File: src/hdl/smi_mul.sv
`default_nettype none
// ----------------------------------------------------------------------------
// smi_mul
// Two-stage multiplier: operand a split into a low 32-bit and a high part.
// ----------------------------------------------------------------------------
module smi_mul #(
  parameter int AW = 48,
  parameter int BW = 32
) (
  input  logic             clk,
  input  logic [AW-1:0]    a,
  input  logic [BW-1:0]    b,
  output logic [AW+BW-1:0] p
);

  localparam int HW = AW - 32;

  logic [31+BW:0]   plo;
  logic [HW+BW-1:0] phi;

  always_ff @(posedge clk) begin
    plo <= (32+BW)'(a[31:0]) * (32+BW)'(b);
    phi <= (HW+BW)'(a[AW-1:32]) * (HW+BW)'(b);
    p   <= {phi, 32'd0} + (AW+BW)'(plo);
  end

endmodule
`default_nettype wire

File: config.mk
export PLATFORM = sky130hd
export DESIGN_NAME = smi_mul
export DESIGN_NICKNAME = d
export VERILOG_FILES = /design/src/hdl/smi_mul.sv
export SDC_FILE = /design/constraint.sdc
export NUM_CORES = 2
export LEC_CHECK = 0
export ABC_AREA = 1
export BUFFER_PORTS_ARGS = -buffer_cell sky130_fd_sc_hd__buf_2
export CAP_MARGIN = 20
export CORE_MARGIN = 2
export CORE_UTILIZATION = 55
export CTS_CLUSTER_SIZE = 8
export DETAILED_ROUTE_END_ITERATION = 12
export PLACE_DENSITY = 0.69
export SYNTH_ARGS = -nofsm -noshare
export SYNTH_HDL_FRONTEND = slang
export SYNTH_SLANG_ARGS = --single-unit
File: constraint.sdc
create_clock -name clk -period 9.1 [get_ports clk]
set_input_delay 0.91 -clock clk [delete_from_list [all_inputs] [get_ports clk]]
set_output_delay 0.91 -clock clk [all_outputs]
set_load 0.02 [all_outputs]
==> results <==
- The flow ran to the end, and the final reports show no timing, DRC or antenna violations.
- The detail route stage leaves a number of antenna-violating nets equal to 0.
- TritonCTS built the clock tree.
- Across the whole layout, storage elements account for 3840 sq um.
- Counting flops with a built-in enable in the synthesized netlist gives 0.
- Once placement finished, the instance area stood at 62000 sq um.
- The total setup buffers inserted after CTS is 0.
- The first global-routing pass estimated 288 mm of wire.
- Based on the critical path, the design can be clocked at up to 126 MHz.
- The initial antenna violation count is 8.
- The sum of buffers and inverters on the critical path is 6.
- The synthesized netlist net count is 9931.
- The synthesis-stage register bit count is 192.
- The sum of overflow across all layers after global routing is 0.
- The number of standard cells after synthesis is 8120.
- The most common cell after layout, fill and taps aside is nand2_1.
- The maximum cell stage delay along the critical path is 730 ps.
- The top cell types in the final layout, fill and taps aside, are nand2_1, inv_1, fa_1.
- After detailed routing, the total wire length is 178 mm.
- The post-route netlist has 4.60% of its cells at a drive strength greater than 1.
- Adding up every negative setup slack in the final design gives 0 ps.
- The relative slew slack is 28.2%.
- The cell area after synthesis is 60200 sq um.
- The transition time at the pin with the least slew margin is 1080 ps.
- The floorplan step defined a die boundary enclosing 112000 sq um.
- Buffers placed on the I/O ports in this run total 160.
- The tree is rooted in a clkbuf_16.
- The residual DRC count is 0.
- On the final layout, the worst hold slack is 325 ps.
- The sequential share of the synthesized area is 6.39%.
- The total of cells resized after clock tree synthesis is 0.
- The cell family contributing the most delay on the critical path is adder cells.
- At the worst endpoint, the required time is 9480 ps.
- The signal on the critical path passes through buf_2 > buf_4 > nand2_1 > fa_1 > fa_1 > fa_1 > fa_1 > inv_1 > fa_1 > fa_1 > fa_1 > inv_1 > fa_1 > inv_1 > ha_1 > nand2_1 > nor2_1 > inv_1 > nor3_2 > nand2_1 > nor2_1 > nand2_1 > nand4_1 > nand2_1.
- The first detailed-routing pass ran for 7 iterations.
- The largest net degree at the start of global routing is 34.
- For the finished layout, the period the worst path requires is 7910 ps.
- The area fraction of the dominant cell type after synthesis is 43.8%.
- The number of buffers on the longest clock path is 2.
- The classification of the worst-slack hold path is reg -> reg.
- The clock tree skew after final layout is 24.7 ps.
- The main flop type after synthesis is dfxtp_1.
- The largest individual stage delay along the critical path comes from the cell buf_2.
- The tree built by TritonCTS fans out to 192 sinks.
- The kind of critical path is in -> reg.
- 161 I/O pins were placed.
- In this run the horizontal extent of the chip is 335 um.
- The number of different library cells used by synthesis comes to 33.
- The tool flagged a number of max-cap violations equal to 0.
- The share of the cycle needed by the critical path after routing is 87.0%.
- After clock tree synthesis, the clock-pin slew on the worst setup and hold paths is 100 ps.
- The core region is 109000 sq um.
- Counting stages on the worst path, the most repeated cell is fa_1.
- The initial utilization of the core area, before any placement, comes to 55.4%.
- The async set-reset flop share out of synthesis is 0%.
- Summed over all instances, the cell type with the most area after synthesis is fa_1.
- For this block, the via count after detailed routing is 49178.
- The count of routing violations after the opening detailed-route iteration is 3677.
- For this run, the total global-route usage over all layers was measured as 33.3%.
- The number of buffers created by CTS is 17.
- The floorplan has 121 rows.
- In the final design database the tool counted 9862 nets.
- Yosys attributes the largest share of cell area to fa_1, nand2_1, inv_1, ha_1, dfxtp_1.
- The H-tree generated during clock tree synthesis spans 4 levels.
- The count of endpoints failing hold in the final timing report is 0.
- The arrival time at the worst endpoint is 8290 ps.
- The worst setup path is captured at a register.
- Yosys printed 0 warnings.
- The global placement routability congestion is 0.971.
- The average cell area after synthesis is 7.41 sq um.
- The number of buffers inserted by hold repair at cts is 0.
- The final routed wire length divided by cell count is 18.8 um.
- The summed area of non-filler cells in the final layout is 62600 sq um.
- The launching element type of the critical path is an input pin.
- The number of global-route vias before repair is 52216.
- Of all nets on the critical path, the largest fanout is 28.
- Summing all multi-input logic gate instances after layout gives 45700 sq um.
- Fill cells in the final layout number 10256.
- The final count of pins violating max slew is 0.
- The die is 335 um tall.
- Setup violations remaining at the end of the flow were counted as 0.
- The final design utilization is 57.6%.
- Setup repair after global routing left no endpoint under its margin.
- Compared with the post-synthesis result, the final layout area differs by 4.10%.
- The detailed-placement wirelength estimate is 147 mm.
- Using the TritonRoute via totals, the vias-per-cell ratio works out to 5.19.
- The clock latency on the worst-skew pair is 490 ps.
==> cell usage after synthesis, types with 32 or more instances <==
cell,number
dfxtp_1,192
nand2_2,32
a21oi_1,120
inv_1,2517
nor2_2,37
clkbuf_1,256
fa_1,1315
nor2_1,208
nand2_1,2578
xor2_1,80
nand3_1,134
buf_1,48
ha_1,415
==> worst paths after layout <==
check / start / end / slack (ps) / depth (start not counted)
setup / recovery: b[9] / plo[52] / 1190 / 24
hold / removal: plo[6] / p[6] / 330 / 0
setup reg to reg: plo[32] / p[62] / 6670 / 13
hold reg to reg: plo[6] / p[6] / 330 / 0
==> cell type report <==
class                      count  share of cell area, %
clock inverter                13                  0.268
tap                         1414                   2.82
timing repair buffer         216                   1.95
sequential                   192                   6.14
inverter                    2525                   15.1
antenna                        4                 0.0160
clock buffer                  18                  0.701
multi-input combinational   5099                   73.0
==> registers in the layout, summed over array words and instances, names as in the netlist <==
signal,count
phi,48
plo,64
p,80
==> metal layers <==
metal | up-vias | GRT usage [%] | wire, um
li1 | 22352 | - | -
met1 | 24300 | 45.5 | 74600
met2 | 2146 | 53.7 | 81200
met3 | 376 | 5.04 | 14900
met4 | 4 | 12.8 | 7410
met5 | - | 0 | 27
==> stage by stage <==
stage               cells  setup WS, ps
detailed placement   9446           872
global placement     9446           852
finish               9481          1190
floorplan            8120          2200
global route         9480           981
CTS                  9477          1390
==> cell families (layout without fill, tap and decap cells) <==
family / Yosys count / after routing / synth area share, %
flops: 192 / 192 / 6.39
buf+inv: 2829 / 2772 / 17.6
fa+ha+maj: 1730 / 1730 / 52.4
simple gates: 3090 / 3090 / 20.6
compound gates: 188 / 188 / 1.70
other cells: 0 / 4 / 0
xor+xnor: 91 / 91 / 1.32
Power is left out: the tool's default activity adds up to more than one toggle a clock period on the data nets, which glitch-free logic cannot reach.
