`config.mk`:
```
export PLATFORM = sky130hd
export DESIGN_NAME = smi_sqrt
export DESIGN_NICKNAME = d
export VERILOG_FILES = /design/src/hdl/smi_sqrt.sv
export SDC_FILE = /design/constraint.sdc
export NUM_CORES = 2
export LEC_CHECK = 0
export BUFFER_PORTS_ARGS = -buffer_cell sky130_fd_sc_hd__buf_2
export CORE_AREA = 10 10 539 277
export DETAILED_ROUTE_END_ITERATION = 8
export DIE_AREA = 0 0 549 287
export GPL_ROUTABILITY_DRIVEN = 0
export PLACE_DENSITY = 0.81
export REMOVE_ABC_BUFFERS = 1
export SYNTH_ARGS = -nofsm -noshare
export SYNTH_HDL_FRONTEND = slang
export SYNTH_SLANG_ARGS = --single-unit
```
`constraint.sdc`:
```
create_clock -name clk -period 4.9 [get_ports clk]
set_clock_uncertainty 0.1 [all_clocks]
set_input_delay 0 -clock clk [delete_from_list [all_inputs] [get_ports clk]]
set_output_delay 0 -clock clk [all_outputs]
set_load 0.03 [all_outputs]
```
`src/hdl/smi_sqrt.sv`:
```
`default_nettype none
// ----------------------------------------------------------------------------
// smi_sqrt
// Pipelined integer square root of a 64-bit value, one root bit per stage.
// ----------------------------------------------------------------------------
module smi_sqrt (
  input  logic        clk,
  input  logic [63:0] x,
  output logic [31:0] r
);

  logic [33:0] rm [0:30];
  logic [31:0] rt [0:31];
  logic [63:0] xs [0:30];

  for (genvar i = 0; i < 32; i++) begin : g_step
    logic [33:0] prem;
    logic [31:0] proot;
    logic [63:0] px;
    logic [33:0] nrem;
    logic [33:0] trial;
    logic        ge;

    if (i == 0) begin : g_first
      assign prem  = '0;
      assign proot = '0;
      assign px    = x;
    end else begin : g_next
      assign prem  = rm[i-1];
      assign proot = rt[i-1];
      assign px    = xs[i-1];
    end

    always_comb begin
      nrem  = {prem[31:0], px[63:62]};
      trial = {proot, 2'b01};
      ge    = nrem >= trial;
    end

    always_ff @(posedge clk) begin
      rt[i] <= {proot[30:0], ge};
    end

    if (i < 31) begin : g_carry
      always_ff @(posedge clk) begin
        rm[i] <= ge ? nrem - trial : nrem;
        xs[i] <= px << 2;
      end
    end
  end

  assign r = rt[31];

endmodule
`default_nettype wire

```
==> impl_metrics.sql <==
INSERT INTO impl_metrics (metric_group, metric, value, unit) VALUES
('outcome', 'run_status', 'completed', ''),
('yosys', 'synth_sequential_area_ratio', '0.546', ''),
('finish', 'syn2layout_area_growth', '12.0', '%'),
('detailed_routing', 'dr.first_iter.drc_count', '4010', ''),
('finish', 'final_layout_size_suffix_gt1_frac', '0.0683', ''),
('place', 'port-buffer-count', '96', ''),
('sta', 'max-slew-margin-rel', '0.193', ''),
('clocking', 'clock_insertion_delay_worst_skew', '850', 'ps'),
('global_routing', 'initial_antenna_violation_count', '3', ''),
('place', 'total_cell_area_at_the_placement_stage', '92900', 'um^2'),
('pwr', 'power_leakage', '48.1', 'nW'),
('clocking', 'cts_tree', 'yes', ''),
('sta', 'timing.fmax', '241', 'MHz'),
('worst_setup_path', 'worst_ep_required_time', '5480', 'ps'),
('yosys', 'post_synth.cell_area_avg', '10.2', 'um^2'),
('yosys', 'yosysWarningCount', '0', ''),
('sta', 'final_period_minus_worst_setup_slack', '4140', 'ps'),
('pwr', 'vdd.ir_drop.worst', '0.336', 'mV'),
('min_path', 'worst_hold_path_type', 'register to register', ''),
('clocking', 'cts_htree_levels', '4', ''),
('worst_setup_path', 'critPathCaptureType', 'register', ''),
('clocking', 'cts_root_cell', 'clkbuf_16', ''),
('floorplan', 'row_count', '97', ''),
('worst_setup_path', 'r2r_start', 'rt[1][289]$_DFF_P_', ''),
('global_routing', 'grt-ovfl-total', '0', ''),
('worst_setup_path', 'worstSetupPathType', 'register to register', ''),
('detailed_routing', 'firstDrtPassIters', '6', ''),
('global_routing', 'grt_max_degree', '57', ''),
('finish', 'nets', '9803', ''),
('detailed_routing', 'dr_total_vias', '62500', ''),
('global_routing', 'grt_first_pass_wirelength', '303000', 'um'),
('finish', 'design_area', '101000', 'um^2'),
('floorplan', 'core_area', '139000', 'um^2'),
('pwr', 'fin_total_pwr', '52.7', 'mW'),
('clocking', 'postCtsResizedCells', '0', ''),
('detailed_routing', 'avgRoutedWirePerCell', '16.5', 'um'),
('sta', 'final-hold-violation-count', '0', ''),
('floorplan', 'chipHeight', '287', 'um'),
('yosys', 'ys_dominant_reg_cell', 'dfxtp_1', ''),
('floorplan', 'start_util', '0.649', ''),
('finish', 'layout.cells.most_common', 'dfxtp_1', ''),
('yosys', 'yosys_reg_bits', '2465', ''),
('finish', 'antennaDiodeCount', '0', ''),
('clocking', 'tritoncts.num_buffers', '201', ''),
('clocking', 'clock_path_buffers', '4', ''),
('place', 'hpwlAfterDp', '133000', 'um'),
('yosys', 'yosys_cell_types', '108', ''),
('sta', 'timing.final.max_slew_violations', '0', ''),
('min_path', 'hold_depth', '0', ''),
('floorplan', 'pin_count', '97', ''),
('detailed_routing', 'drt_drc_violations_left', '0', ''),
('global_routing', 'grt_use_total', '0.228', ''),
('worst_setup_path', 'path_max_fanout', '25', ''),
('detailed_routing', 'drt-total-wl', '185000', 'um'),
('flow_run', 'maxCapViolCount', '0', ''),
('pwr', 'power.density', '521', 'nW/um^2'),
('place', 'setup_slack_placement', '838', 'ps'),
('min_path', 'worst_hold_startpoint', 'xs[0][224]$_DFF_P_', ''),
('sta', 'rsz0062_at_grt', 'no', ''),
('worst_setup_path', 'setup.worst_path.start_class', 'register', ''),
('yosys', 'synth_edf_count', '0', ''),
('floorplan', 'die_area', '158000', 'um^2'),
('yosys', 'syn-instance-count', '8900', ''),
('sta', 'fin_crit_sh', '0.845', ''),
('worst_setup_path', 'crit_start', 'rt[1][289]$_DFF_P_', ''),
('floorplan', 'chipWidth', '549', 'um'),
('finish', 'layout_common_cells', 'dfxtp_1 (2,465), inv_1 (696), nand2_1 (622), ha_1 (561), nor2_1 (528)', ''),
('sta', 'endpoints_failing_setup', '0', ''),
('clocking', 'worst_setup_hold_path_clk_slew', '70', 'ps'),
('yosys', 'synthArstFlopShare', '0', ''),
('pwr', 'p_int', '37.6', 'mW'),
('pwr', 'pwr-share-seq', '0.491', ''),
('worst_setup_path', 'reg2regPathDepth', '13', ''),
('worst_setup_path', 'arrival', '4720', 'ps'),
('pwr', 'switchingPower', '15.2', 'mW'),
('yosys', 'synthesis.area', '90500', 'um^2'),
('pwr', 'power_share_of_the_clock_group', '0.325', ''),
('global_routing', 'grt_pass1_vias', '61400', ''),
('pwr', 'combinationalPowerShare', '0.184', ''),
('clocking', 'tritoncts_num_sinks', '2465', ''),
('detailed_routing', 'detail_route.vias_per_cell', '5.57', ''),
('sta', 'worst-slew-pin-transition', '1200', 'ps'),
('detailed_routing', 'antenna_left', '0', ''),
('sta', 'layout_setup_ws', '758', 'ps'),
('pwr', 'netSwitchingFraction', '0.287', '');
cell families (layout without fill, tap and decap cells):
group	after synthesis	in the layout	synth area share
DFF	2465	2465	0.546
and+or+nand+nor	2319	2319	0.128
other	1	1	0.0000415
adders and majority gates	561	561	0.0776
muxes	76	76	0.00938
buffers and inverters	874	1310	0.0368
xor gates and xnor gates	779	779	0.0754
AOI/OAI and AO/OA	1825	1825	0.127
per-layer routing:
| layer | part of all wire | wire length, um | track usage | up-vias |
|---|---|---|---|---|
| met5 | 0.00018 | 34 | 0 | - |
| met4 | 0.047 | 8650 | 0.0979 | 6 |
| met3 | 0.052 | 9670 | 0.0377 | 555 |
| met2 | 0.48 | 89500 | 0.406 | 1816 |
| met1 | 0.42 | 77500 | 0.272 | 29100 |
| li1 | - | - | - | 31100 |
synthesized netlist by cell type, types with 18 or more instances:
master	count	area (um^2)
o21bai_1	37	278
nor3_1	194	971
dfxtp_1	2465	49300
nor3b_1	27	203
inv_1	696	2610
a21boi_0	19	143
o21a_1	94	706
o211ai_1	31	233
a31oi_1	50	313
nand2_1	622	2330
clkbuf_1	136	510
o31ai_1	61	458
nor2_1	531	1990
nor2b_1	71	444
a211o_1	19	166
o31a_1	20	175
or3_1	82	513
nand2b_1	122	763
nand3_1	170	851
mux2_2	70	788
nand4_1	105	657
o2111ai_1	18	158
o21ai_0	484	2420
ha_1	561	7020
and2_1	35	219
a21oi_1	522	2610
and3_1	56	350
or4_1	54	405
nor4_1	101	632
or2_2	43	269
xor2_1	382	3350
nand3b_1	23	173
a211oi_1	38	285
a21o_1	252	1890
xnor2_1	397	3480
buf_2	25	125
flip-flops by register name (all words and copies together), names as in the netlist:
| name | count |
|---|---|
| rm | 945 |
| rt | 528 |
| xs | 992 |
stage by stage:
step / std cells / TNS [ps] / hold slack [ps] / utilization
CTS: 11200 / 0 / 154 / 0.726
detailed placement: 10700 / 0 / 3.60 / 0.666
global placement: 10700 / 0 / 1.75 / 0.666
finish: 11200 / 0 / 175 / 0.726
global route: 11200 / 0 / 176 / 0.726
floorplan: 8725 / -5410 / -72.3 / -
power by group through the flow:
stage	Combinational [mW]	Clock, mW	Sequential, mW
3_3_place_gp	9.17	0	26.1
2_1_floorplan	7.44	0	25.4
5_1_grt	10.8	18.3	26.2
3_5_place_dp	9.39	0	26.2
4_1_cts	9.62	17.5	25.8
6_report	9.71	17.2	25.9
layout make-up:
type	instances	area (um^2)
flip-flops and latches	2465	49300
repair buffers	249	1990
well taps	1881	2350
clock buffers	273	5770
inverters	699	2620
fillers	9683	38200
multi-input cells	5561	37800
clock inverters	89	1370
final timing paths:
check	to	slack [ps]
worst max register to register	rm[1][341]$_DFF_P_	760
worst max-delay path	rm[1][341]$_DFF_P_	760
worst min register to register	xs[0][288]$_DFF_P_	180
worst min-delay path	xs[0][288]$_DFF_P_	180
repair_timing:
action / in CTS / in global routing
hold buffers: 129 / 0
endpoints found under the setup margin: 0 / 0
setup buffers: 0 / 0
hold endpoints to repair: 65 / 0
worst max-delay path: stages, from the launching register on:
cell	delay [ps]
dfxtp_1	330
inv_1	50
ha_1	320
o21ai_0	280
a21oi_1	150
o311a_1	410
o41ai_2	360
o21ai_1	210
nand3_1	130
o211a_2	540
clkinv_1	570
buf_4	390
nor2_1	120
a21oi_1	50
(Power assumes the default switching activity.)
