--- src/hdl/smi_delay.sv ---
`default_nettype none
// ----------------------------------------------------------------------------
// smi_delay
// Fixed-depth shift line that keeps side data aligned with the datapath.
// ----------------------------------------------------------------------------
module smi_delay #(
  parameter int W     = 8,
  parameter int DEPTH = 2
) (
  input  logic         clk,
  input  logic         rst,
  input  logic [W-1:0] d,
  output logic [W-1:0] q
);

  logic [W-1:0] pipe [0:DEPTH-1];

  always_ff @(posedge clk) begin
    if (rst) begin
      for (int i = 0; i < DEPTH; i++) begin
        pipe[i] <= '0;
      end
    end else begin
      pipe[0] <= d;
      for (int i = 1; i < DEPTH; i++) begin
        pipe[i] <= pipe[i-1];
      end
    end
  end

  assign q = pipe[DEPTH-1];

endmodule
`default_nettype wire

--- config.mk ---
export PLATFORM = sky130hd
export DESIGN_NAME = smi_delay
export DESIGN_NICKNAME = d
export VERILOG_FILES = /design/src/hdl/smi_delay.sv
export SDC_FILE = /design/constraint.sdc
export NUM_CORES = 1
export LEC_CHECK = 0
export BUFFER_PORTS_ARGS = -buffer_cell sky130_fd_sc_hd__buf_2
export CORE_AREA = 8 8 45 47
export CTS_BUF_LIST = sky130_fd_sc_hd__clkbuf_8
export DETAILED_ROUTE_END_ITERATION = 8
export DIE_AREA = 0 0 53 55
export PLACE_DENSITY = 0.65
export SYNTH_ARGS = -nofsm -noshare
export SYNTH_HDL_FRONTEND = slang
export SYNTH_SLANG_ARGS = --single-unit
--- constraint.sdc ---
create_clock -name clk -period 1.3 [get_ports clk]
set_input_delay 0.065 -clock clk [delete_from_list [all_inputs] [get_ports clk]]
set_output_delay 0.065 -clock clk [all_outputs]
set_load 0.02 [all_outputs]
==> results of run 1 <==
==> metrics by stage <==
| step | utilization (%) | hold WS [ps] | setup WS (ps) | instance area [um2] | total power [uW] |
|---|---|---|---|---|---|
| floorplan | - | 194 | 748 | 524 | 583 |
| global placement | 40.3 | 273 | 591 | 558 | 592 |
| detailed placement | 40.3 | 279 | 586 | 558 | 593 |
| CTS | 43.3 | 23.6 | 518 | 599 | 947 |
| global route | 43.3 | 27.9 | 497 | 599 | 973 |
| finish | 43.3 | 27.6 | 536 | 599 | 927 |
==> cell families after synthesis <==
kind of cell,count (synthesis),share of synthesized area (%)
buffers and inverters,9,13.6
DFF,16,61.1
and+or+nand+nor,16,25.3
==> power breakdown <==
part           switching [uW]  total [uW]  internal (uW)
sequential               3.74         517            514
combinational            29.5        62.9           33.3
clock                     142         347            205
total                     176         927            752
==> Yosys cell counts <==
| cell type | number |
|---|---|
| sky130_fd_sc_hd__nor2b_1 | 3 |
| sky130_fd_sc_hd__nor2b_2 | 7 |
| sky130_fd_sc_hd__dfxtp_1 | 16 |
| sky130_fd_sc_hd__and2b_2 | 6 |
| sky130_fd_sc_hd__buf_4 | 8 |
| sky130_fd_sc_hd__buf_6 | 1 |
==> area by class of cell <==
class	instances	area [um2]
Clock buffer	3	41.3
Fill cell	130	785
Multi-Input combinational cell	16	133
Sequential cell	16	320
Tap cell	16	20.0
Timing Repair Buffer	17	85.1
==> metal layers <==
layer / vias up / track usage, % / part of all wire (%)
li1: 137 / - / -
met2: 11 / 8.20 / 46
met1: 112 / 5.60 / 39
met5: - / 0 / 0
met3: 4 / 2.94 / 10
met4: 0 / 7.76 / 4.6
==> how the worst max path moves through the flow <==
stage | endpoint | slack [ps] | from | cells past startpoint
6_report | q[7] | 540 | pipe[0][15] | 1
5_1_grt | q[5] | 500 | pipe[0][13] | 1
4_1_cts | q[7] | 520 | pipe[0][15] | 1
3_5_place_dp | pipe[0][3] | 590 | rst | 2
3_3_place_gp | pipe[0][13] | 590 | rst | 2
2_1_floorplan | pipe[0][13] | 750 | pipe[0][5] | 1
==> results summary, run 1 <==
The antenna diode count is 0. The worst setup path is launched from a flop. The finished layout holds 68 standard cells, fillers aside.

The arrival time at the worst endpoint is 700 ps. In this run the critical register-to-register path is launched from pipe[0][7]. The die footprint is 0.00292 mm2.

The distinct cell type count of the synthesized netlist is 6. The number of warnings printed during yosys synthesis came out at 0. The run finished with clean final reports. The max-capacitance violation count is 0.

The worst reg-to-reg path cell count is 1. The number of clock buffers added by TritonCTS is 3. The net count of the finished layout is 64. The die is around 55 um tall. The total number of vias is about 260. Using the TritonRoute via totals, the vias-per-cell ratio works out to 3.88.

The largest individual stage delay along the critical path comes from the cell sky130_fd_sc_hd__dfxtp_1. The flip-flop count of the largest register after layout came out at 16. The fraction of layout cells with a size suffix above 1 is 63.5%. The area inside the core boundary came out at 0.00138 mm2. The wire length per cell after detailed routing is 9.59 um. The data required time at the worst endpoint is 1240 ps. IR analysis of the VDD net gives a maximum drop of approximately 0.54 mV. CTS placed an instance of sky130_fd_sc_hd__clkbuf_8 at the clock tree root. The number of clock sinks came out at 16.

The worst hold path passes through 2 cells. The total of hold buffers inserted after clock tree synthesis came out at 0. The number of global-route vias before repair came out at 276. The setup slack of the most critical reg-to-reg path is 730 ps. The setup path with the least slack is of type reg -> out. Wires add up to 652 um. Entering global routing, the biggest net connects 17 pins.

The total iterations of the first detailed-routing run is 1. The wire length of the first global-routing pass is 1170 um. The initialized floorplan defines 14 standard-cell rows.

The worst setup path is captured at an output port. The horizontal extent of the die is roughly 53 um. The buffer depth of the longest clock path came out at 2. Setup repair after global routing left no endpoint under its margin. Global routing used 5.90% of the available tracks across all layers. The detail route stage leaves a number of antenna-violating nets equal to 0. The path class of the tightest hold or removal check is in -> reg.

The total power divided by cell area came out at 1550 mW/mm2. The most flop-heavy register is pipe. Relative to the synthesized area, the layout overhead comes to 14.3%.

The biggest area contributor in the post-synthesis netlist is sky130_fd_sc_hd__dfxtp_1. After synthesis, the largest area contributor takes up 61.1% of total cell area. On the worst path, the slowest cell contributes a delay of 310 ps.

After detailed routing, the number of remaining DRC violations is 0. Synthesis produced a netlist with a net count of a little over 50. The hold violation count in the final report came out at 0. The sink of the worst hold path is pipe[0][6].

The leakage dissipation is between 0.0002 and 0.0003 uW. The worst register-to-register path ends at pipe[0][15]. Ranked by total cell area, the synthesized netlist is headed by sky130_fd_sc_hd__dfxtp_1 (61%), sky130_fd_sc_hd__nor2b_2 (12%), sky130_fd_sc_hd__buf_4 (11%), sky130_fd_sc_hd__and2b_2 (10%), sky130_fd_sc_hd__nor2b_1 (3.6%). The H-tree depth is 1. The worst hold path begins at d[6]. Leaving out fill and tap cells, the most frequent cell in the layout is sky130_fd_sc_hd__buf_2. The worst slew margin relative to its limit came out at 80.7%. The synthesis-stage register bit count is 16.

In this run the tool buffered the top-level ports with 17 buffer cells. The weighted congestion reported at the end of routability-driven placement is ~0.56. Sequential cells were found to cover 61.1% of the synthesized design area.

The initial antenna violation count is 0. In the final layout, the registers with the most flip-flops are pipe: 16 flops. The portion of the clock cycle consumed by the worst path in the final layout is 58.8%. The clock transition at the register clock pins on the worst setup and hold paths after CTS came out at 50 ps.

The total of endpoints with negative setup slack in the final report is 0. The number of violations reported at the end of detailed-routing iteration 0 came out at 0. The final clock skew is 0.483 ps. The top cell types in the final layout, fill and taps aside, are sky130_fd_sc_hd__buf_2 (17), sky130_fd_sc_hd__dfxtp_1 (16), sky130_fd_sc_hd__nor2b_2 (7), sky130_fd_sc_hd__and2b_2 (6). The total overflow reported by the global router is 0. The peak fanout along the critical path came out at 1. The final critical delay including setup and external delays is between 700 and 800 ps. The post-CTS setup-driven buffer insertion count came out at 0.

In this run, placement finished with an instance count of 65. Dividing the synthesized area by the synthesized cell count gives 12.8 um2. The signal on the critical path passes through buf_2.

The final number of max-transition violations came to 0. The total I/O pin count came out at 18. The fmax came out at 1310 MHz. The initial standard-cell utilization of the core came out at 37.9%.

The number of buffer and inverter stages on the critical path came out at 1. On the critical path the largest part of the delay comes from flip-flops. The clock network latency to the later pin of the worst-skew pair came out at 240 ps.

The number of instances in the synthesized netlist came out at 41. The combined area of all synthesized cells came out at 524 um2. TritonCTS built the clock tree.

The slew at the pin with the worst max-slew slack came out at ~290 ps. Post-CTS repair changed the size of 0 cells. The sum of negative setup slack came out at 0 ps.
No activity file was read; power rests on OpenSTA's default activity.
==> run 2: changes to the inputs <==
--- a/config.mk
+++ b/config.mk
@@ -5,12 +5,13 @@
 export SDC_FILE = /design/constraint.sdc
 export NUM_CORES = 1
 export LEC_CHECK = 0
+export ABC_AREA = 1
 export BUFFER_PORTS_ARGS = -buffer_cell sky130_fd_sc_hd__buf_2
 export CORE_AREA = 8 8 45 47
 export CTS_BUF_LIST = sky130_fd_sc_hd__clkbuf_8
 export DETAILED_ROUTE_END_ITERATION = 8
 export DIE_AREA = 0 0 53 55
-export PLACE_DENSITY = 0.65
+export PLACE_DENSITY = 0.66
 export SYNTH_ARGS = -nofsm -noshare
 export SYNTH_HDL_FRONTEND = slang
 export SYNTH_SLANG_ARGS = --single-unit
==> constraint.sdc (replaced) <==
create_clock -name clk -period 0.8 [get_ports clk]
set_input_delay 0.04 -clock clk [delete_from_list [all_inputs] [get_ports clk]]
set_output_delay 0.04 -clock clk [all_outputs]
set_load 0.02 [all_outputs]
==> results summary, run 2 <==
The post-CTS setup-driven buffer insertion count came out at 0 (unchanged). The mean cell area of the mapped netlist is 9.21 um2 (-28%). Of all cell types, the one taking the most synthesized area is sky130_fd_sc_hd__dfxtp_1.

The height of the chip is 55 um (unchanged). The max-capacitance violation count came out at 0 (unchanged). The critical path endpoint category is an output port. The worst slew margin relative to its limit came out at 81.7% (+0.95 points). The total number of vias came out at 337 (+28%). The number of logic stages on the critical path including buffering was 1 (unchanged). The area of all placed cells without fillers was 664 um2 (+11%). The total I/O pin count came to 18 (unchanged).

The sum of negative setup slack is 0 ps (unchanged). The register with the most flip-flops in the final layout is pipe. The area inside the core boundary came out at 0.00138 mm2 (unchanged). The number of instances in the synthesized netlist is 58 (+41%). The peak fanout along the critical path came out at 1 (unchanged). The flow ran to the end, and the final reports show no timing, DRC or antenna violations.

The total design power came to 1540 uW (+66%). The total overflow reported by the global router came out at 0 (unchanged). The antenna diode count came out at 0 (unchanged). The placement-stage cell area came to 553 um2 (-0.90%). The worst register-to-register path begins at pipe[0][7].

The die footprint came out at 0.00292 mm2 (unchanged). The critical path goes through buf_2. The count of fill cells added during filler insertion is 141 (+8.5%). The total iterations of the first detailed-routing run came to 4 (+3).

The worst setup slack before clock tree synthesis is 276 ps (-310 ps). The weighted congestion reported at the end of routability-driven placement is 0.562 (-0.25%). The portion of the clock cycle consumed by the worst path in the final layout is 93.2%.

The buffer depth of the longest clock path came out at 2 (unchanged). The part of the Yosys area used for sequential elements is 60.0% (-1.1 points). The fmax came out at 1340 MHz. The path class of the tightest hold or removal check is in -> reg. The largest registers in the layout are pipe: 16 flops. The kind of cell with the highest combined delay along the critical path is flip-flops.

The number of violations reported at the end of detailed-routing iteration 0 is 5 (+5). The wire length reported by the detailed router came to 708 um (+8.6%). The final worst-path setup slack came out at 54.5 ps (-481 ps).

The horizontal extent of the die is 53 um (unchanged). The site row count came out at 14 (unchanged). The tree is rooted in a sky130_fd_sc_hd__clkbuf_8.

The final clock skew came to 2.30 ps (+1.82 ps). The clock buffer count from CTS is 3 (unchanged). The slowest stage of the critical path is the sky130_fd_sc_hd__dfxtp_1 cell. The synthesis-to-finish area growth is 24.4%. The highest cell delay on the worst timing path is 310 ps (about the same).

In the layout the commonest cells are sky130_fd_sc_hd__buf_2 (17), sky130_fd_sc_hd__inv_1 (16), sky130_fd_sc_hd__dfxtp_1 (16), sky130_fd_sc_hd__nor2_1 (13), sky130_fd_sc_hd__dlygate4sd3_1 (7). By count the netlist is led by sky130_fd_sc_hd__dfxtp_1 (16), sky130_fd_sc_hd__inv_1 (16), sky130_fd_sc_hd__nor2_1 (13). The total power divided by cell area was 2310 mW/mm2 (+50%). The number of warnings printed during yosys synthesis came out at 0 (unchanged).

The post-synthesis net count is 68 (+33%). In this run the critical register-to-register path is captured at pipe[0][15]. The leakage dissipation is 0.000357 uW (+23%). The number of flops mapped to enable cells by yosys came out at 0 (unchanged). The data required time at the worst endpoint is 760 ps (-480 ps). After synthesis, the cell types taking the most area are sky130_fd_sc_hd__dfxtp_1 (60%), sky130_fd_sc_hd__buf_4 (11%), sky130_fd_sc_hd__inv_1 (11%), sky130_fd_sc_hd__nor2_1 (9.1%), sky130_fd_sc_hd__nor2_2 (3.5%). The remaining design rule violation count came out at 0 (unchanged). The initial antenna violation count came to 0 (unchanged). The flip-flop count of the largest register after layout is 16 (unchanged). The number of buffer and inverter stages on the critical path is 1 (unchanged). The largest net degree at the start of global routing came out at 17 (unchanged). The count of nets left with antenna violations after detail routing came out at 0 (unchanged). The mean number of vias per cell came out at 3.70 (-4.6%). In this run the worst setup path terminates at q[2].

STA classifies the critical path startpoint as a flop. The number of input and output port buffers inserted came out at 17 (unchanged). The final number of max-transition violations came out at 0 (unchanged). The clock network latency to the later pin of the worst-skew pair came out at 240 ps (about the same).

The final critical delay including setup and external delays is 746 ps. The net count of the finished layout is 87 (+36%). The slew at the pin with the worst max-slew slack is 275 ps (-14.3 ps).

The hold violation count in the final report came to 0 (unchanged). For this run, the leading register cell type out of synthesis is sky130_fd_sc_hd__dfxtp_1. The clock transition at the register clock pins on the worst setup and hold paths after CTS is 60 ps (about the same). The share of the synthesized area in the top cell type is 60.0% (-1.1 points). By startpoint and endpoint, the worst setup path is classified as reg -> out. The maximum ir drop on the vdd rail is 0.898 mV (+66%). The number of global-route vias before repair came to 282 (+2.2%). The arrival time at the worst endpoint came out at 710 ps (about the same). The distinct cell type count of the synthesized netlist came out at 7 (+1). The synthesis-stage register bit count is 16 (unchanged). The wire length of the first global-routing pass is 1070 um (-8.3%). The worst reg-to-reg path cell count came to 2 (+1). The wire length per cell after detailed routing came to 7.78 um (-19%).

The fraction of registers with async set/reset came out at 0% (unchanged). The clock tree from TritonCTS is done. The number of clock sinks came out at 16 (unchanged). Setup repair after global routing left no endpoint under its margin. The combined area of all synthesized cells is 534 um2 (+1.9%).

After legalization and detailed placement, the total HPWL measured 507 um. The overall fraction of global-route tracks in use came out at 5.39% (-0.50 points). The total of endpoints with negative setup slack in the final report was 0 (unchanged). The library cell used most frequently in the layout, excluding fill and tap cells, is sky130_fd_sc_hd__buf_2. The initial standard-cell utilization of the core came out at 38.6% (+0.72 points).

The worst setup path startpoint is pipe[0][10]. The H-tree depth is 1 (unchanged). The setup slack of the most critical reg-to-reg path came out at 300 ps (-430 ps). The fraction of layout cells with a size suffix above 1 came out at 30.7% (-33 points).
[run 2: cell type report]
| cell class | count | area, um2 | area share (%) |
|---|---|---|---|
| sequential | 16 | 320 | 48.2 |
| timing repair buffer | 24 | 155 | 23.4 |
| multi-input combinational | 16 | 67.6 | 10.2 |
| inverter | 16 | 60.1 | 9.04 |
| clock buffer | 3 | 41.3 | 6.21 |
| tap | 16 | 20.0 | 3.01 |
[run 2: what timing repair did]
item                                    4_1_cts  5_1_grt
resized for setup                             0        0
endpoints found under the hold margin         7        0
endpoints found under the setup margin        0        0
hold buffers                                  7        0
[run 2: logic make-up after synthesis]
family	count (synthesis)	synth area share, %
flops	16	60.0
buf+inv	26	27.4
simple gates	16	12.6
[run 2: how the worst min path moves through the flow]
stage	start	end	slack (ps)	cells after the start
CTS	d[0]	pipe[0][0]	4	3
global placement	d[0]	pipe[0][0]	240	3
finish	d[0]	pipe[0][0]	9	3
detailed placement	d[5]	pipe[0][5]	250	3
global route	d[0]	pipe[0][0]	20	3
floorplan	d[0]	pipe[0][0]	150	2
[run 2: routing by layer]
metal | share of wire [%] | GRT usage, % | wire [um]
met1 | 40 | 4.96 | 282
met2 | 43 | 7.03 | 305
met3 | 12 | 2.41 | 87
met4 | 4.5 | 9.05 | 32
met5 | 0 | 0 | 0
[run 2: worst reg2reg max path: stages (launching register included)]
cell and delay (ps):
sky130_fd_sc_hd__dfxtp_1 300, sky130_fd_sc_hd__inv_1 50, sky130_fd_sc_hd__nor2_1 30
[run 2: stage by stage]
step                      hold WS (ps)  utilization [%]  instances
after global placement             242             40.0         81
after global routing              20.1             48.0         91
final                             8.59             48.0         91
after CTS                         3.50             48.0         91
after floorplan                    147                -         58
after detailed placement           249             40.0         81
[run 2: power by group]
part           switching [uW]  leakage, uW  total [uW]  internal, uW
Clock                     236    0.0000216         569           333
Sequential               7.58     0.000132         842           835
Combinational            63.3     0.000203         126          62.5
Total                     307     0.000357        1540          1230
==> run 3: changes to the inputs <==
==> config.mk (replaced) <==
export PLATFORM = sky130hd
export DESIGN_NAME = smi_delay
export DESIGN_NICKNAME = d
export VERILOG_FILES = /design/src/hdl/smi_delay.sv
export SDC_FILE = /design/constraint.sdc
export NUM_CORES = 1
export LEC_CHECK = 0
export ABC_AREA = 0
export BUFFER_PORTS_ARGS = -buffer_cell sky130_fd_sc_hd__buf_2
export CORE_MARGIN = 8
export CORE_UTILIZATION = 39
export CTS_BUF_LIST = sky130_fd_sc_hd__clkbuf_8
export DETAILED_ROUTE_END_ITERATION = 8
export SYNTH_ARGS = -nofsm -noshare
export SYNTH_HDL_FRONTEND = slang
export SYNTH_SLANG_ARGS = --single-unit
==> results summary, run 3 (same netlist as run 1, synthesis figures left out) <==
The run finished with clean final reports. The fmax came out at 1350 MHz (+0.75%). The data required time at the worst endpoint is 760 ps (about the same). The slew at the pin with the worst max-slew slack came to 219 ps (-55.2 ps). The cell type of the slowest stage on the worst timing path is sky130_fd_sc_hd__dfxtp_1. The HPWL reported at the end of detailed placement is 488 um (-3.9%).

The number of global-route vias before repair came out at 216 (-23%). The total design power came out at 1520 uW (-1.0%). Setup repair after global routing left no endpoint under its margin. The maximum ir drop on the vdd rail came out at 1.17 mV (+30%). The post-CTS setup-driven buffer insertion count is 0 (unchanged). The max-capacitance violation count is 0 (unchanged).

The largest registers in the layout are pipe: 16 flops. The area inside the core boundary is 0.00128 mm2 (-7.1%). The sum of negative setup slack came out at 0 ps (unchanged). The worst slew margin relative to its limit is 85.4% (+3.7 points). The worst setup path is captured at an output port. The clock buffer count from CTS is 3 (unchanged). The final clock skew was 0.486 ps (-1.81 ps). The final critical delay including setup and external delays came to 740 ps (-5.57 ps).

The path type of the worst setup path is reg -> out. The number of violations reported at the end of detailed-routing iteration 0 came to 0 (-5). The total of hold buffers inserted after clock tree synthesis came out at 0 (-7). The total overflow reported by the global router is 0 (unchanged). The number of buffer and inverter stages on the critical path came out at 1 (unchanged). The wire length per cell after detailed routing is 9.29 um (+19%).

The H-tree depth came out at 1 (unchanged). The net count of the finished layout is 66 (-24%). The critical path goes through buf_2. The clock transition at the register clock pins on the worst setup and hold paths after CTS is 60 ps (about the same). The count of nets left with antenna violations after detail routing was 0 (unchanged).

In the layout the commonest cells are sky130_fd_sc_hd__buf_2 (17), sky130_fd_sc_hd__dfxtp_1 (16), sky130_fd_sc_hd__nor2b_2 (7), sky130_fd_sc_hd__and2b_2 (6). The hold violation count in the final report came out at 0 (unchanged). The cell family contributing the most delay on the critical path is flip-flops. The total I/O pin count came out at 18 (unchanged). The post-cts resize count was 0 (unchanged).

TritonCTS built the clock tree. The remaining design rule violation count came out at 0 (unchanged). The initial standard-cell utilization of the core is 40.8% (+2.2 points).

The fraction of layout cells with a size suffix above 1 came out at 64.8% (+34 points). The wire length reported by the detailed router came to 641 um (-9.5%). The hold slack is 4.45 ps (-4.13 ps).

The leakage dissipation was 0.000299 uW (-16%). The library cell used most frequently in the layout, excluding fill and tap cells, is sky130_fd_sc_hd__buf_2. The total of endpoints with negative setup slack in the final report was 0 (unchanged). The wire length of the first global-routing pass is 814 um (-24%). The highest cell delay on the worst timing path was 310 ps (about the same).

The area used by multi-input combinational logic came out at 133 um2 (+96%). The peak fanout along the critical path is 1 (unchanged). The total number of vias is 252 (-25%). The category of the worst setup path launch point is a flop.

The initial antenna violation count is 0 (unchanged). The buffer depth of the longest clock path came out at 2 (unchanged). The count of fill cells added during filler insertion came out at 130 (-7.8%).

The antenna diode count came out at 0 (unchanged). The number of input and output port buffers inserted came out at 17 (unchanged). The arrival time at the worst endpoint is 700 ps (about the same).

The root buffer cell chosen for the clock tree is sky130_fd_sc_hd__clkbuf_8. The largest net degree at the start of global routing came out at 13 (-4). The die footprint was 0.00277 mm2 (-4.9%).

The weighted congestion reported at the end of routability-driven placement is 0.634 (+13%). The clock network latency to the later pin of the worst-skew pair came to 240 ps (about the same). The site row count came to 13 (-1). The mean number of vias per cell came out at 3.65 (-1.4%). The flip-flop count of the largest register after layout was 16 (unchanged). The horizontal extent of the die is 52.7 um (-0.63%). The height of the chip is 52.7 um (-4.2%). The total iterations of the first detailed-routing run is 1 (-3). The most flop-heavy register is pipe.

The overall fraction of global-route tracks in use came out at 4.11% (-1.3 points). The sequential cell area came out at 320 um2 (unchanged). The min-delay analysis places its worst path in the category in -> reg.

The synthesis-to-finish area growth came out at 16.9%. The total power divided by cell area is 2480 mW/mm2 (+7.2%). The number of clock sinks is 16 (unchanged).

The final number of max-transition violations came out at 0 (unchanged). The portion of the clock cycle consumed by the worst path in the final layout is 92.5% (-0.70 points).
==> run 3: cell types whose count changed in the layout (fill, tap and decap cells not counted) <==
cell / delta
sky130_fd_sc_hd__and2b_2: +6
sky130_fd_sc_hd__buf_4: +2
sky130_fd_sc_hd__inv_1: -16
sky130_fd_sc_hd__nor2_2: -3
sky130_fd_sc_hd__nor2b_1: +3
sky130_fd_sc_hd__dlygate4sd3_1: -7
sky130_fd_sc_hd__nor2b_2: +7
sky130_fd_sc_hd__nor2_1: -13
==> run 3: power breakdown <==
part | switching (uW) | internal (uW) | leakage [uW] | total, uW
registers | 6.48 | 834 | 0.000132 | 841
clock network | 238 | 332 | 0.0000216 | 571
logic | 49.5 | 60.3 | 0.000145 | 110
total | 294 | 1230 | 0.000299 | 1520
==> run 3: through the flow <==
step	util, %	instances	instance area, um2	worst slack, ps
after CTS	47.7	69	613	45.4
after detailed placement	44.5	66	572	187
after floorplan	-	41	524	248
after global placement	44.5	66	572	193
after global routing	47.7	69	613	36.6
final	47.7	69	613	60.1
==> run 3: per-layer routing <==
layer	track usage [%]	vias to the layer above	wire, um
met5	0	-	0
met4	2.59	0	0
met3	3.41	0	92
met2	5.53	11	249
met1	4.25	99	299
li1	-	142	-
==> run 3: final cells by class <==
class	count	area share, %
Timing Repair Buffer	19	16.3
Multi-Input combinational cell	16	21.6
Clock buffer	3	6.73
Sequential cell	16	52.2
Tap cell	15	3.06
==> run 3: final timing paths <==
kind	end	depth (start not counted)	start	slack, ps
max	q[5]	1	pipe[0][13]	60
max reg2reg	pipe[0][13]	1	pipe[0][5]	230
min reg2reg	pipe[0][9]	1	pipe[0][1]	440
min	pipe[0][4]	2	d[4]	4
